**config.mk**
```make
export PLATFORM = sky130hd
export DESIGN_NAME = rmst_ctrl
export DESIGN_NICKNAME = d
export VERILOG_FILES = /design/src/rtl/rmst_pkg.sv /design/src/rtl/rmst_ctrl.sv
export SDC_FILE = /design/constraint.sdc
export NUM_CORES = 1
export LEC_CHECK = 0
export BUFFER_PORTS_ARGS = -buffer_cell sky130_fd_sc_hd__buf_2
export CAP_MARGIN = 30
export CORE_AREA = 2 2 39 41
export CTS_CLUSTER_SIZE = 10
export DETAILED_ROUTE_END_ITERATION = 7
export DIE_AREA = 0 0 41 43
export HOLD_SLACK_MARGIN = 0.02
export PLACE_DENSITY = 0.53
export SYNTH_ARGS = -nofsm -noshare
export SYNTH_HDL_FRONTEND = slang
export SYNTH_SLANG_ARGS = --single-unit
```
**constraint.sdc**
```tcl
create_clock -name clock -period 1.3 [get_ports clock]
set_input_delay 0.065 -clock clock [delete_from_list [all_inputs] [get_ports clock]]
set_output_delay 0.065 -clock clock [all_outputs]
set_load 0.01 [all_outputs]
```
**src/rtl/rmst_pkg.sv**
```systemverilog
// Shared types, constants and helper functions for the range-maximum sparse table.
`default_nettype none

package rmst_pkg;

   localparam int DepthDefault  = 1024;
   localparam int LevelsDefault = 11;

   localparam int CountWidth = 11;
   localparam int IndexWidth = 10;
   localparam int ValueWidth = 32;
   localparam int LogWidth   = 4;

   typedef enum logic [1:0] {
      CMD_LOAD  = 2'd0,
      CMD_BUILD = 2'd1,
      CMD_QUERY = 2'd2
   } command_type;

   typedef enum logic [2:0] {
      ST_IDLE,
      ST_QUERY_READ,
      ST_QUERY_DONE,
      ST_BUILD_LEVEL,
      ST_BUILD_STEP,
      ST_BUILD_DRAIN
   } state_type;

   // Commands from the controller to the datapath.
   typedef struct packed {
      logic load;
      logic build_start;
      logic level_init;
      logic step;
      logic level_next;
      logic set_built;
      logic query_latch;
      logic query_read;
      logic result_load;
   } ctrl_type;

   // Status from the datapath to the controller.
   typedef struct packed {
      logic level_done;
      logic last_step;
      logic out_free;
   } status_type;

   function automatic logic [ValueWidth-1:0] smax(input logic [ValueWidth-1:0] a,
                                                  input logic [ValueWidth-1:0] b);
      smax = ($signed(a) >= $signed(b)) ? a : b;
   endfunction

   // Position of the highest set bit; the argument is never zero when it matters.
   function automatic logic [LogWidth-1:0] floor_log2(input logic [CountWidth-1:0] x);
      logic [LogWidth-1:0] k;
      k = '0;
      for (int i = 0; i < CountWidth; i++) begin
         if (x[i]) k = LogWidth'(i);
      end
      floor_log2 = k;
   endfunction

endpackage

`default_nettype wire

```
**src/rtl/rmst_ctrl.sv**
```systemverilog
// Controller state machine sequencing loads, queries and the table build.
`default_nettype none

module rmst_ctrl (
   input  wire logic                 clock,
   input  wire logic                 reset,
   input  wire logic                 req_valid,
   input  wire logic [1:0]           req_command,
   output logic                      req_stall,
   input  wire rmst_pkg::status_type status,
   output rmst_pkg::ctrl_type        ctrl
);

   rmst_pkg::state_type state_ff;
   rmst_pkg::state_type state_in;

   always_ff @(posedge clock) begin
      if (reset) begin
         state_ff <= rmst_pkg::ST_IDLE;
      end else begin
         state_ff <= state_in;
      end
   end

   always_comb begin
      state_in  = state_ff;
      ctrl      = '0;
      req_stall = 1'b1;
      unique case (state_ff)
         rmst_pkg::ST_IDLE: begin
            req_stall = 1'b0;
            if (req_valid) begin
               unique case (req_command)
                  rmst_pkg::CMD_LOAD: begin
                     ctrl.load = 1'b1;
                  end
                  rmst_pkg::CMD_BUILD: begin
                     ctrl.build_start = 1'b1;
                     state_in         = rmst_pkg::ST_BUILD_LEVEL;
                  end
                  rmst_pkg::CMD_QUERY: begin
                     ctrl.query_latch = 1'b1;
                     state_in         = rmst_pkg::ST_QUERY_READ;
                  end
                  default: begin
                     // The unused command is taken and dropped.
                  end
               endcase
            end
         end
         rmst_pkg::ST_QUERY_READ: begin
            ctrl.query_read = 1'b1;
            state_in        = rmst_pkg::ST_QUERY_DONE;
         end
         rmst_pkg::ST_QUERY_DONE: begin
            if (status.out_free) begin
               ctrl.result_load = 1'b1;
               state_in         = rmst_pkg::ST_IDLE;
            end
         end
         rmst_pkg::ST_BUILD_LEVEL: begin
            if (status.level_done) begin
               ctrl.set_built = 1'b1;
               state_in       = rmst_pkg::ST_IDLE;
            end else begin
               ctrl.level_init = 1'b1;
               state_in        = rmst_pkg::ST_BUILD_STEP;
            end
         end
         rmst_pkg::ST_BUILD_STEP: begin
            ctrl.step = 1'b1;
            if (status.last_step) begin
               state_in = rmst_pkg::ST_BUILD_DRAIN;
            end
         end
         rmst_pkg::ST_BUILD_DRAIN: begin
            // The last write of the level lands here, before the next level reads it.
            ctrl.level_next = 1'b1;
            state_in        = rmst_pkg::ST_BUILD_LEVEL;
         end
         default: begin
            state_in = rmst_pkg::ST_IDLE;
         end
      endcase
   end

endmodule

`default_nettype wire

```
; ---- After elaboration in Yosys (flattened, before gate mapping)
; Index checks and enable logic that the tools add are counted.
[classes]
muxes = 23
n_reduce_logical = 3
n_eq_ne = 11
[op_table]
columns = op, count
row1 = one-hot mux 3 bit (6 select lines), 1
row2 = two-way mux 1 bit, 15
row3 = two-way mux 3 bit, 4
row4 = equality test 3 x 2 -> 1 bit (second input constant), 2
row5 = equality test 3 bit (second input constant), 2
row6 = != test 2 bit (second input constant), 3
row7 = one-hot mux 3 bit (2 select lines), 1
row8 = two-way mux 2 bit, 2
row9 = AND reduction 4 bit, 1
row10 = equality test 3 x 1 -> 1 bit (second input constant), 1
row11 = zero test 3 bit, 1
row12 = != test 3 x 1 -> 1 bit (second input constant), 1
row13 = equality test 2 x 1 -> 1 bit (second input constant), 1
row14 = equality test 2 bit (second input constant), 1
row15 = zero test 2 bit, 1
[totals]
regBits = 3
inputBits = 8
elab_cells = 38

; ---- Logic depth before layout (Yosys ltp)
; Gate-level depths: netlist of the first run.
[depth]
word_depth = 4
depth_mapped = 5
mapped_depth_nobuf = 5

; ---- Least setup slack after synthesis of the first run
; Ideal clock, no wire load.
[synth_timing]
kind = reg-to-reg
startpoint = reg state_ff[0]
endpoint = reg state_ff[0]
t_arrival_ns = 0.975
stages_incl_launch_ff = 5
period_less_slack_ns = 1.047
path_slack_ns = 0.253
path_cell_list = dfxtp_1 > buf_6 > nor2b_1 > or3_1 > nor3_2
[synth_via]
elab_chain_cells = 3
[synth_lines]
columns = item, line
row1 = from (decl), rmst_ctrl.sv:14  ; rmst_pkg::state_type state_ff;
row2 = from (signal assigned), rmst_ctrl.sv:19  ; state_ff <= rmst_pkg::ST_IDLE;
row3 = from (signal assigned), rmst_ctrl.sv:21  ; state_ff <= state_in;
row4 = equality test 3 bit (tied with other cells), rmst_ctrl.sv:29  ; unique case (state_ff)
row5 = != test 2 bit (no line) / != test 3 x 1 -> 1 bit (equally long branches), --
row6 = AND reduction 4 bit (no line), --
; Several ways; a longest one is shown, not always the timed one.
; A chain may end at the register's enable or synchronous reset.

==> impl_results.md, run 1 <==
* Status: finished, final reports clean
* Leakage at 0.243 nW
* Hold depth at 2
* Reg2reg end: state_ff[0]
* Worst Hold Path EP: state_ff[0]
* Final Core Density at 29.6%
* Critical Path End Type: primary output
* CP Class: flop to primary output
* Die height at 43 um
* Area delta synth->final at 42.8%
* Setup TNS at 0 ns
* Final setup fails at 0
* WHS at 0.0336 ns
* Max Cap Viol at 0
* Clock Root Buffer: clkbuf_4
* Power density over the cells at 1540 nW/um^2
* Routability-driven placement congestion ratio at 0.655
* Chip width at 41 um
* All-layer global routing usage at 9.73%
* CP Data Arrival Time at 1.13 ns
* EDFF count, synth at 0
* Slew Viols, Final at 0
* Number of diodes at 0
* Clk sink count at 3
* Drc violations at 0
* Largest registers: state_ff: 3 flops
* FFs w/ async S/R, synth at 0%
* Layout Nets at 67
* Worst R2R Setup Slack at 0.18 ns
* HP Class: input port to flop
* Initial DRC count at 5
* Boundary Pins at 18
* IO Port Bufs at 17
* Post-synthesis sequential area ratio at 21.0%
* Fmax achieved at 835 MHz
* Max FFs per register at 3
* Min-delay src: reset
* Least-Margin Pin Slew at 0.279 ns
* GRT overflow at 0
* Synthesized area per cell at 7.96 um^2
* RSZ-0062 raised after global routing: false
* Final worst-path cycle share at 92.1%
* Vias at 312
* Max IR drop VDD at 0.424 mV
* Count of cell types in the netlist at 20
* Initial Utilization at 20.7%
* Clock Path Buffers at 2
* Via count of the first global-routing pass at 286
* Die area at 1760 um^2
* Cts hold-fix bufs at 0
* FF-to-FF Start: state_ff[2]
* Yosys reg bits at 3
* Biggest register: state_ff
* Drt pass-1 iters at 3
* Worst-Skew Late Latency at 0.23 ns
* Worst Reg-to-Reg Cells at 3
* Antenna violations before repair at 0
* WL/cell at 9.46 um
* Mapped Cells at 36
* Total wire length at 672 um
* YS warnings at 0
* Clock skew at 0.00666 ns
* Synth Cell Area at 287 um^2
* Share of cells above drive strength 1 at 45.5%
* Fin crit period at 1.20 ns
* Cell Area, Placed at 375 um^2
* Post-synth net total at 47
* Vias/cell at 4.39
* Crit path required time at 1.24 ns
* Num rows at 14
* Final hold vios at 0
* # fillers at 156
* Max-Slew Margin vs Limit at 81.4%
* Post-route ant nets at 0
* Critical path peak fanout at 9
* Main synth FF type: dfxtp_1
* H-tree depth at 1
* CTS Buf Count at 3
* First-pass GRT wire length at 1100 um
* Clock-pin slew on the worst setup and hold paths at 0.04 ns
* CTS tree: built
* Core Box Area at 1380 um^2
* Post-DP HPWL at 519 um
* Post-Layout Inst Area at 409 um^2
* CP startpoint kind: flop
* # Post-CTS Setup Buffers at 0
* Largest net degree at the start of global routing at 12
-- routing by layer --
layer	vias up	global-route usage [%]	wire, um
met5	-	0	0
met4	0	10.0	22
met3	2	3.14	50
met2	13	13.1	291
met1	136	10.9	308
li1	161	-	-
-- timing repair --
item / CTS / global route
gates resized for setup: 2 / 1
pin swaps: 0 / 1
endpoints found under the setup margin: 3 / 4
-- through the flow --
stage                     total power, mW  std cells  setup slack [ns]
after floorplan                     0.388         36             0.253
after global placement              0.452         67             0.205
after detailed placement            0.451         67             0.221
after CTS                           0.635         71            0.0187
after global routing                0.698         71           0.00372
final                               0.632         71             0.102
-- final cells by class --
type,count,area (um^2),share of cell area (%)
well taps,16,20.0,4.89
clock buffers,4,26.3,6.42
inverters,3,11.3,2.75
multi-input cells,28,204,49.8
repair buffers,17,85.1,20.8
flip-flops and latches,3,62.6,15.3
-- logic make-up after synthesis --
kind of cell,count (synthesis),synth area share [%]
DFF,3,21.0
AOI/OAI and AO/OA,3,6.98
buffers and inverters,5,9.60
and+or+nand+nor,22,49.3
adders and majority gates,3,13.1
-- cells in the final DEF (no fill, tap or decap) --
| cell type | n |
|---|---|
| nor3b_1 | 1 |
| nor3_2 | 2 |
| buf_2 | 17 |
| nor3b_2 | 1 |
| nor2b_1 | 2 |
| nand4b_1 | 1 |
| ha_1 | 3 |
| or3_1 | 1 |
| o211a_1 | 1 |
| and3b_1 | 1 |
| nor3_1 | 2 |
| dfxtp_1 | 1 |
| and4bb_1 | 1 |
| inv_1 | 3 |
| clkbuf_4 | 3 |
| and3_1 | 4 |
| clkbuf_1 | 1 |
| o21ai_1 | 1 |
| dfxtp_2 | 2 |
| nor2_1 | 4 |
| nand2_1 | 2 |
| o21ai_0 | 1 |
-- synthesized netlist by cell type, types with 2 or more instances --
| library cell | number | area [um^2] |
|---|---|---|
| nand2_1 | 2 | 7.51 |
| and3_1 | 4 | 25.0 |
| ha_1 | 3 | 37.5 |
| nor3_1 | 3 | 15.0 |
| nor2b_1 | 2 | 12.5 |
| dfxtp_1 | 3 | 60.1 |
| nor2_1 | 4 | 15.0 |
| inv_1 | 3 | 11.3 |
-- worst max-delay path by stage --
stage                      startpoint           to  cells past startpoint
after floorplan           state_ff[0]  state_ff[0]                      4
after global placement    state_ff[0]      ctrl[2]                      3
after detailed placement  state_ff[1]  state_ff[2]                      3
after CTS                 state_ff[1]      ctrl[0]                      3
after global routing      state_ff[0]      ctrl[7]                      3
final                     state_ff[0]      ctrl[3]                      3
-- worst max-delay path: stages (launching register included) --
cell	delay (ns)
dfxtp_2	0.41
nor2b_1	0.21
and3_1	0.17
buf_2	0.12
-- power breakdown --
group          internal, mW  total (mW)  switching [mW]
clock                 0.115       0.163          0.0483
sequential            0.126       0.197          0.0709
combinational         0.133       0.271           0.138
total                 0.375       0.632           0.257
Power figures use the tool's default switching activity.
==> run 2, diff against run 1 <==
--- a/config.mk
+++ b/config.mk
@@ -5,7 +5,8 @@
 export SDC_FILE = /design/constraint.sdc
 export NUM_CORES = 1
 export LEC_CHECK = 0
-export BUFFER_PORTS_ARGS = -buffer_cell sky130_fd_sc_hd__buf_2
+export ABC_AREA = 1
+export BUFFER_PORTS_ARGS = -buffer_cell sky130_fd_sc_hd__clkbuf_2
 export CAP_MARGIN = 30
 export CORE_AREA = 2 2 39 41
 export CTS_CLUSTER_SIZE = 10
@@ -13,6 +14,7 @@
 export DIE_AREA = 0 0 41 43
 export HOLD_SLACK_MARGIN = 0.02
 export PLACE_DENSITY = 0.53
+export SETUP_SLACK_MARGIN = 0.1
 export SYNTH_ARGS = -nofsm -noshare
 export SYNTH_HDL_FRONTEND = slang
 export SYNTH_SLANG_ARGS = --single-unit
==> run 2 against run 1 <==
  * Clock power decreased by 3%
  * Worst hold slack lost 0.0065 ns
  * Design area is 11% higher
  * Global-route usage down 1.0 points
  * Fmax up 4.7%
  * Total power increased by 14%
  * Critical path type unchanged
  * Largest cell class unchanged
==> impl_results.md, run 2 <==
* Status: finished, final reports clean (unchanged)
* CTS Buf Count at 3 (unchanged)
* YS warnings at 0 (unchanged)
* Commonest non-fill, non-tap cell in the layout: clkbuf_2 (was buf_2)
* Crit path required time at 1.24 ns (about the same)
* Boundary Pins at 18 (unchanged)
* Num rows at 14 (unchanged)
* Yosys reg bits at 3 (unchanged)
* Slew Viols, Final at 0 (unchanged)
* Core Box Area at 1380 um^2 (unchanged)
* Clock Path Buffers at 2 (unchanged)
* Most frequent cell after synthesis: nand2_1
* Least-Margin Pin Slew at 0.200 ns (was 0.279 ns)
* Antenna violations before repair at 0 (unchanged)
* Main synth FF type: dfxtp_1 (unchanged)
* Worst Reg-to-Reg Cells at 8 (was 3)
* EDFF count, synth at 0 (unchanged)
* Initial DRC count at 1 (was 5)
* Setup TNS at 0 ns (unchanged)
* Critical Path End Type: primary output (unchanged)
* # fillers at 168 (was 156)
* Chip width at 41 um (unchanged)
* Clock skew at 0.00197 ns (was 0.00666 ns)
* Largest net degree at the start of global routing at 8 (was 12)
* FFs w/ async S/R, synth at 0% (unchanged)
* Clk sink count at 3 (unchanged)
* Final worst-path cycle share at 88.0% (was 92.1%)
* Power density over the cells at 1600 nW/um^2 (was 1540 nW/um^2)
* WL/cell at 7.86 um (was 9.46 um)
* Routability-driven placement congestion ratio at 0.668 (was 0.655)
* RSZ-0062 raised after global routing: true (was false)
* HP Class: input port to flop (unchanged)
* Vias at 351 (was 312)
* Setup ws final at 0.157 ns (was 0.102 ns)
* CP startpoint kind: flop (unchanged)
* Max-Slew Margin vs Limit at 86.6% (was 81.4%)
* Post-synthesis sequential area ratio at 20.7% (was 21.0%)
* Max Cap Viol at 0 (unchanged)
* H-tree depth at 1 (unchanged)
* Clock Root Buffer: clkbuf_4 (unchanged)
* Max FFs per register at 3 (unchanged)
* Fin crit period at 1.14 ns (was 1.20 ns)
* Worst-Skew Late Latency at 0.23 ns (about the same)
* Share of cells above drive strength 1 at 47.2% (was 45.5%)
* Die height at 43 um (unchanged)
* All-layer global routing usage at 8.73% (was 9.73%)
* Drt pass-1 iters at 2 (was 3)
* CTS tree: built (unchanged)
* Max IR drop VDD at 0.491 mV (was 0.424 mV)
* CP Data Arrival Time at 1.08 ns (was 1.13 ns)
* Top cells by count, synth: 11 x nand2_1, 10 x nor2_1, 9 x inv_1, 4 x nand3_1 (was 4 x and3_1, 4 x nor2_1)
* Most frequent cells in the layout: 15 x clkbuf_2, 10 x nand2_1, 9 x nor2_1, 8 x inv_1 (was 17 x buf_2, 4 x and3_1, 4 x nor2_1)
* Critical path peak fanout at 6 (was 9)
* Post-synth top area share at 20.7% (was 21.0%)
* Hold depth at 2 (unchanged)
* Post-synth net total at 61 (was 47)
* Clock-pin slew on the worst setup and hold paths at 0.03 ns (was 0.04 ns)
* Count of cell types in the netlist at 13 (was 20)
* Post-DP HPWL at 582 um (was 519 um)
* IO Port Bufs at 17 (unchanged)
* First-pass GRT wire length at 1060 um (was 1100 um)
* GRT overflow at 0 (unchanged)
* Fmax achieved at 875 MHz (was 835 MHz)
* Vias/cell at 3.99 (was 4.39)
* Mapped Cells at 50 (was 36)
* Post-route ant nets at 0 (unchanged)
* DP Worst Slack at 0.301 ns (was 0.221 ns)
* Die area at 1760 um^2 (unchanged)
* Total wire length at 692 um (was 672 um)
* Synthesized area per cell at 5.81 um^2 (was 7.96 um^2)
* Number of diodes at 0 (unchanged)
* Area delta synth->final at 56.0% (was 42.8%)
* Biggest register: state_ff (unchanged)
* Initial Utilization at 21.0% (was 20.7%)
* CP Class: flop to primary output (unchanged)
* Yosys top cell by area: dfxtp_1 (unchanged)
* Final hold vios at 0 (unchanged)
* Synth top area cells: dfxtp_1 21%, nand2_1 14%, ha_1 13% (was dfxtp_1 21%, ha_1 13%, and3_1 8.7%)
* Via count of the first global-routing pass at 305 (was 286)
* Layout Nets at 84 (was 67)
* Synth Cell Area at 290 um^2 (was 287 um^2)
* Drc violations at 0 (unchanged)
* Leakage at 0.260 nW (was 0.243 nW)
* Final setup fails at 0 (unchanged)
* Cts hold-fix bufs at 0 (unchanged)
* Largest registers: state_ff: 3 flops (unchanged)
run 2: cell types whose count changed in the layout (fill, tap and decap cells not counted), sizes merged, moves of 8 or more:
cell / change
clkbuf: +15
nor2: +10
nand2: +9
inv: +8
buf: -14
run 2: report_power, final:
group          switching, mW  internal, mW  total [mW]
Clock                 0.0435         0.115       0.158
Combinational          0.236         0.151       0.387
Sequential            0.0471         0.130       0.177
run 2: repair_timing:
item / 4_1_cts / 5_1_grt
setup buffers: 0 / 1
pin swaps: 0 / 1
endpoints found under the setup margin: 3 / 7
resized for setup: 1 / 10
cloned: 0 / 0
run 2: cell families after synthesis:
logic type | Yosys count | share of synthesized area, %
and+or+nand+nor | 32 | 50.4
buffers and inverters | 11 | 14.2
adders and majority gates | 3 | 12.9
DFF | 3 | 20.7
AOI/OAI and AO/OA | 1 | 1.72
run 2: cell type report:
type / instances / area (um^2) / share of cell area (%)
inverters: 11 / 41.3 / 9.12
clock buffers: 4 / 26.3 / 5.80
well taps: 16 / 20.0 / 4.42
flip-flops and latches: 3 / 66.3 / 14.6
repair buffers: 18 / 98.8 / 21.8
multi-input cells: 36 / 200 / 44.2
run 2: stage by stage:
stage	hold WS (ns)	cells	util (%)	total power [mW]	cell area [um^2]
global route	0.0294	88	32.7	0.806	453
finish	0.0272	88	32.7	0.722	453
detailed placement	0.274	83	28.6	0.534	395
global placement	0.272	83	28.6	0.532	395
floorplan	0.132	50	-	0.416	290
CTS	0.0307	87	30.6	0.707	423
run 2: routing by layer:
metal / wire, um / part of all wire (%) / vias to the layer above / global-route usage, %
li1: - / - / 194 / -
met1: 283 / 41 / 149 / 10.3
met2: 366 / 53 / 8 / 13.4
met3: 42 / 6.1 / 0 / 1.57
met4: 0 / 0 / 0 / 6.00
met5: 0 / 0 / - / 0
run 2: path summary, 6_finish.rpt:
kind | to | slack, ns | from
worst min register to register | state_ff[0] | 0.58 | state_ff[1]
worst max-delay path | ctrl[6] | 0.16 | state_ff[2]
worst min-delay path | state_ff[2] | 0.03 | reset
worst max register to register | state_ff[2] | 0.28 | state_ff[2]
run 2: critical path, cell delays in order (launching register included):
cell     delay, ns
dfxtp_4       0.36
inv_2         0.06
nand2_2       0.06
nor2_2        0.09
inv_2         0.06
nor2_4        0.12
buf_6         0.11
==> run 3, diff against run 2 <==
==> constraint.sdc (replaced) <==
create_clock -name clock -period 1.46 [get_ports clock]
set_input_delay 0.073 -clock clock [delete_from_list [all_inputs] [get_ports clock]]
set_output_delay 0.073 -clock clock [all_outputs]
set_load 0.01 [all_outputs]
==> run 3 against run 2 <==
  * Die area stayed put
  * Worst hold slack improved by 0.019 ns
  * First-iteration DRC count grew 100%
  * Critical path depth shrank 1
  * Worst setup slack better by 0.098 ns
  * Combinational power shrank 17%
  * Sequential power down 19%
  * Final cell count is 1.1% lower
  * Largest cell class unchanged
  * Largest power group unchanged
==> impl_results.md, run 3 (synthesis gave the netlist of run 2 again) <==
* CTS tree: built (unchanged)
* Clock Root Buffer: clkbuf_4 (unchanged)
* Status: finished, final reports clean (unchanged)
* Number of diodes at 0 (unchanged)
* Area delta synth->final at 45.3% (was 56.0%)
* CP Class: flop to primary output (unchanged)
* Max Cap Viol at 0 (unchanged)
* Final worst-path cycle share at 82.6%
* GRT overflow at 0 (unchanged)
* DP Worst Slack at 0.454 ns (was 0.301 ns)
* Worst R2R Setup Slack at 0.50 ns (was 0.28 ns)
* Drc violations at 0 (unchanged)
* Clock Path Buffers at 2 (unchanged)
* Cts hold-fix bufs at 0 (unchanged)
* Largest registers: state_ff: 3 flops (unchanged)
* Least-Margin Pin Slew at 0.248 ns (was 0.200 ns)
* Initial Utilization at 21.0% (unchanged)
* Final Core Density at 30.5% (was 32.7%)
* Max IR drop VDD at 0.523 mV (was 0.491 mV)
* Crit path required time at 1.39 ns (was 1.24 ns)
* Min-delay src: reset (unchanged)
* Antenna violations before repair at 0 (unchanged)
* RSZ-0062 raised after global routing: false (was true)
* Max-Slew Margin vs Limit at 83.3% (was 86.6%)
* H-tree depth at 1 (unchanged)
* Leakage at 0.250 nW (was 0.260 nW)
* FF-to-FF Start: state_ff[2] (unchanged)
* Fmax achieved at 829 MHz
* All-layer global routing usage at 8.02% (was 8.73%)
* IO Port Bufs at 17 (unchanged)
* Die area at 1760 um^2 (unchanged)
* Worst-Skew Late Latency at 0.23 ns (about the same)
* Cell Area, Placed at 395 um^2 (unchanged)
* Core Box Area at 1380 um^2 (unchanged)
* Clock skew at 0.00145 ns (was 0.00197 ns)
* Post-Layout Inst Area at 422 um^2 (was 453 um^2)
* Vias at 344 (was 351)
* Via count of the first global-routing pass at 282 (was 305)
* Worst Reg-to-Reg Cells at 7 (was 8)
* # fillers at 169 (was 168)
* Num rows at 14 (unchanged)
* First-pass GRT wire length at 959 um (was 1060 um)
* Total wire length at 637 um (was 692 um)
* CP Data Arrival Time at 1.13 ns (was 1.08 ns)
* Largest net degree at the start of global routing at 8 (unchanged)
* Routability-driven placement congestion ratio at 0.667 (was 0.668)
* Critical path peak fanout at 6 (unchanged)
* Drt pass-1 iters at 2 (unchanged)
* Clk sink count at 3 (unchanged)
* Final setup fails at 0 (unchanged)
* Reg2reg end: state_ff[2] (unchanged)
* Slew Viols, Final at 0 (unchanged)
* Chip width at 41 um (unchanged)
* # Post-CTS Setup Buffers at 0 (unchanged)
* Fin crit period at 1.21 ns
* Critical Path End Type: primary output (unchanged)
* Vias/cell at 3.95 (was 3.99)
* Post_cts resized at 0 (was 1)
* Final hold vios at 0 (unchanged)
* Final std cells w/o fill at 87 (was 88)
* Hold depth at 2 (unchanged)
* Power consumption at 609 uW (was 722 uW)
* Layout Nets at 83 (was 84)
* HP Class: input port to flop (unchanged)
* Commonest non-fill, non-tap cell in the layout: clkbuf_2 (unchanged)
* Setup TNS at 0 ns (unchanged)
* Boundary Pins at 18 (unchanged)
* Post-route ant nets at 0 (unchanged)
* Clock-pin slew on the worst setup and hold paths at 0.04 ns (was 0.03 ns)
* CTS Buf Count at 3 (unchanged)
* CP startpoint kind: flop (unchanged)
* Power density over the cells at 1440 nW/um^2 (was 1600 nW/um^2)
* Post-DP HPWL at 564 um (was 582 um)
* Dpl cells at 83 (unchanged)
* Share of cells above drive strength 1 at 36.6% (was 47.2%)
* WL/cell at 7.32 um (was 7.86 um)
* Max FFs per register at 3 (unchanged)
* Biggest register: state_ff (unchanged)
* Die height at 43 um (unchanged)
* WHS at 0.0463 ns (was 0.0272 ns)
* Setup ws final at 0.254 ns (was 0.157 ns)
* Initial DRC count at 2 (was 1)
* Worst Hold Path EP: state_ff[2] (unchanged)
* Most frequent cells in the layout: 17 x clkbuf_2, 11 x nand2_1, 10 x nor2_1, 9 x inv_1, 4 x nand3_1 (was 15 x clkbuf_2, 10 x nand2_1, 9 x nor2_1, 8 x inv_1)
run 3: final cells by class:
class                           instances  area, um^2  area share (%)
Tap cell                               16        20.0            4.75
Sequential cell                         3        60.1            14.2
Inverter                               11        41.3            9.79
Timing Repair Buffer                   17        85.1            20.2
Multi-Input combinational cell         36         189            44.8
Clock buffer                            4        26.3            6.23
run 3: where the power goes:
group          internal (mW)  leakage (nW)  switching [mW]
logic                  0.120         0.210           0.203
registers              0.110        0.0246          0.0331
clock network          0.102        0.0150          0.0398
run 3: how the worst max path moves through the flow:
stage | from | end | slack (ns) | cells past startpoint
global route | state_ff[0] | ctrl[6] | 0.15 | 5
CTS | state_ff[0] | ctrl[6] | 0.23 | 5
global placement | req_command[0] | state_ff[1] | 0.45 | 9
detailed placement | req_command[0] | state_ff[1] | 0.45 | 9
finish | state_ff[0] | ctrl[6] | 0.25 | 5
floorplan | state_ff[1] | ctrl[0] | 0.54 | 2
run 3: worst max-delay path, cell delays in order, from the launching register on:
cell	delay (ns)
dfxtp_1	0.40
nand2_1	0.13
nor2_2	0.10
inv_2	0.05
nor2_4	0.09
clkbuf_2	0.13
run 3: layer usage:
layer  GRT usage [%]  wire length [um]
met1            7.99               256
met2            13.4               339
met3            1.57                41
met4            6.00                 0
met5               0                 0
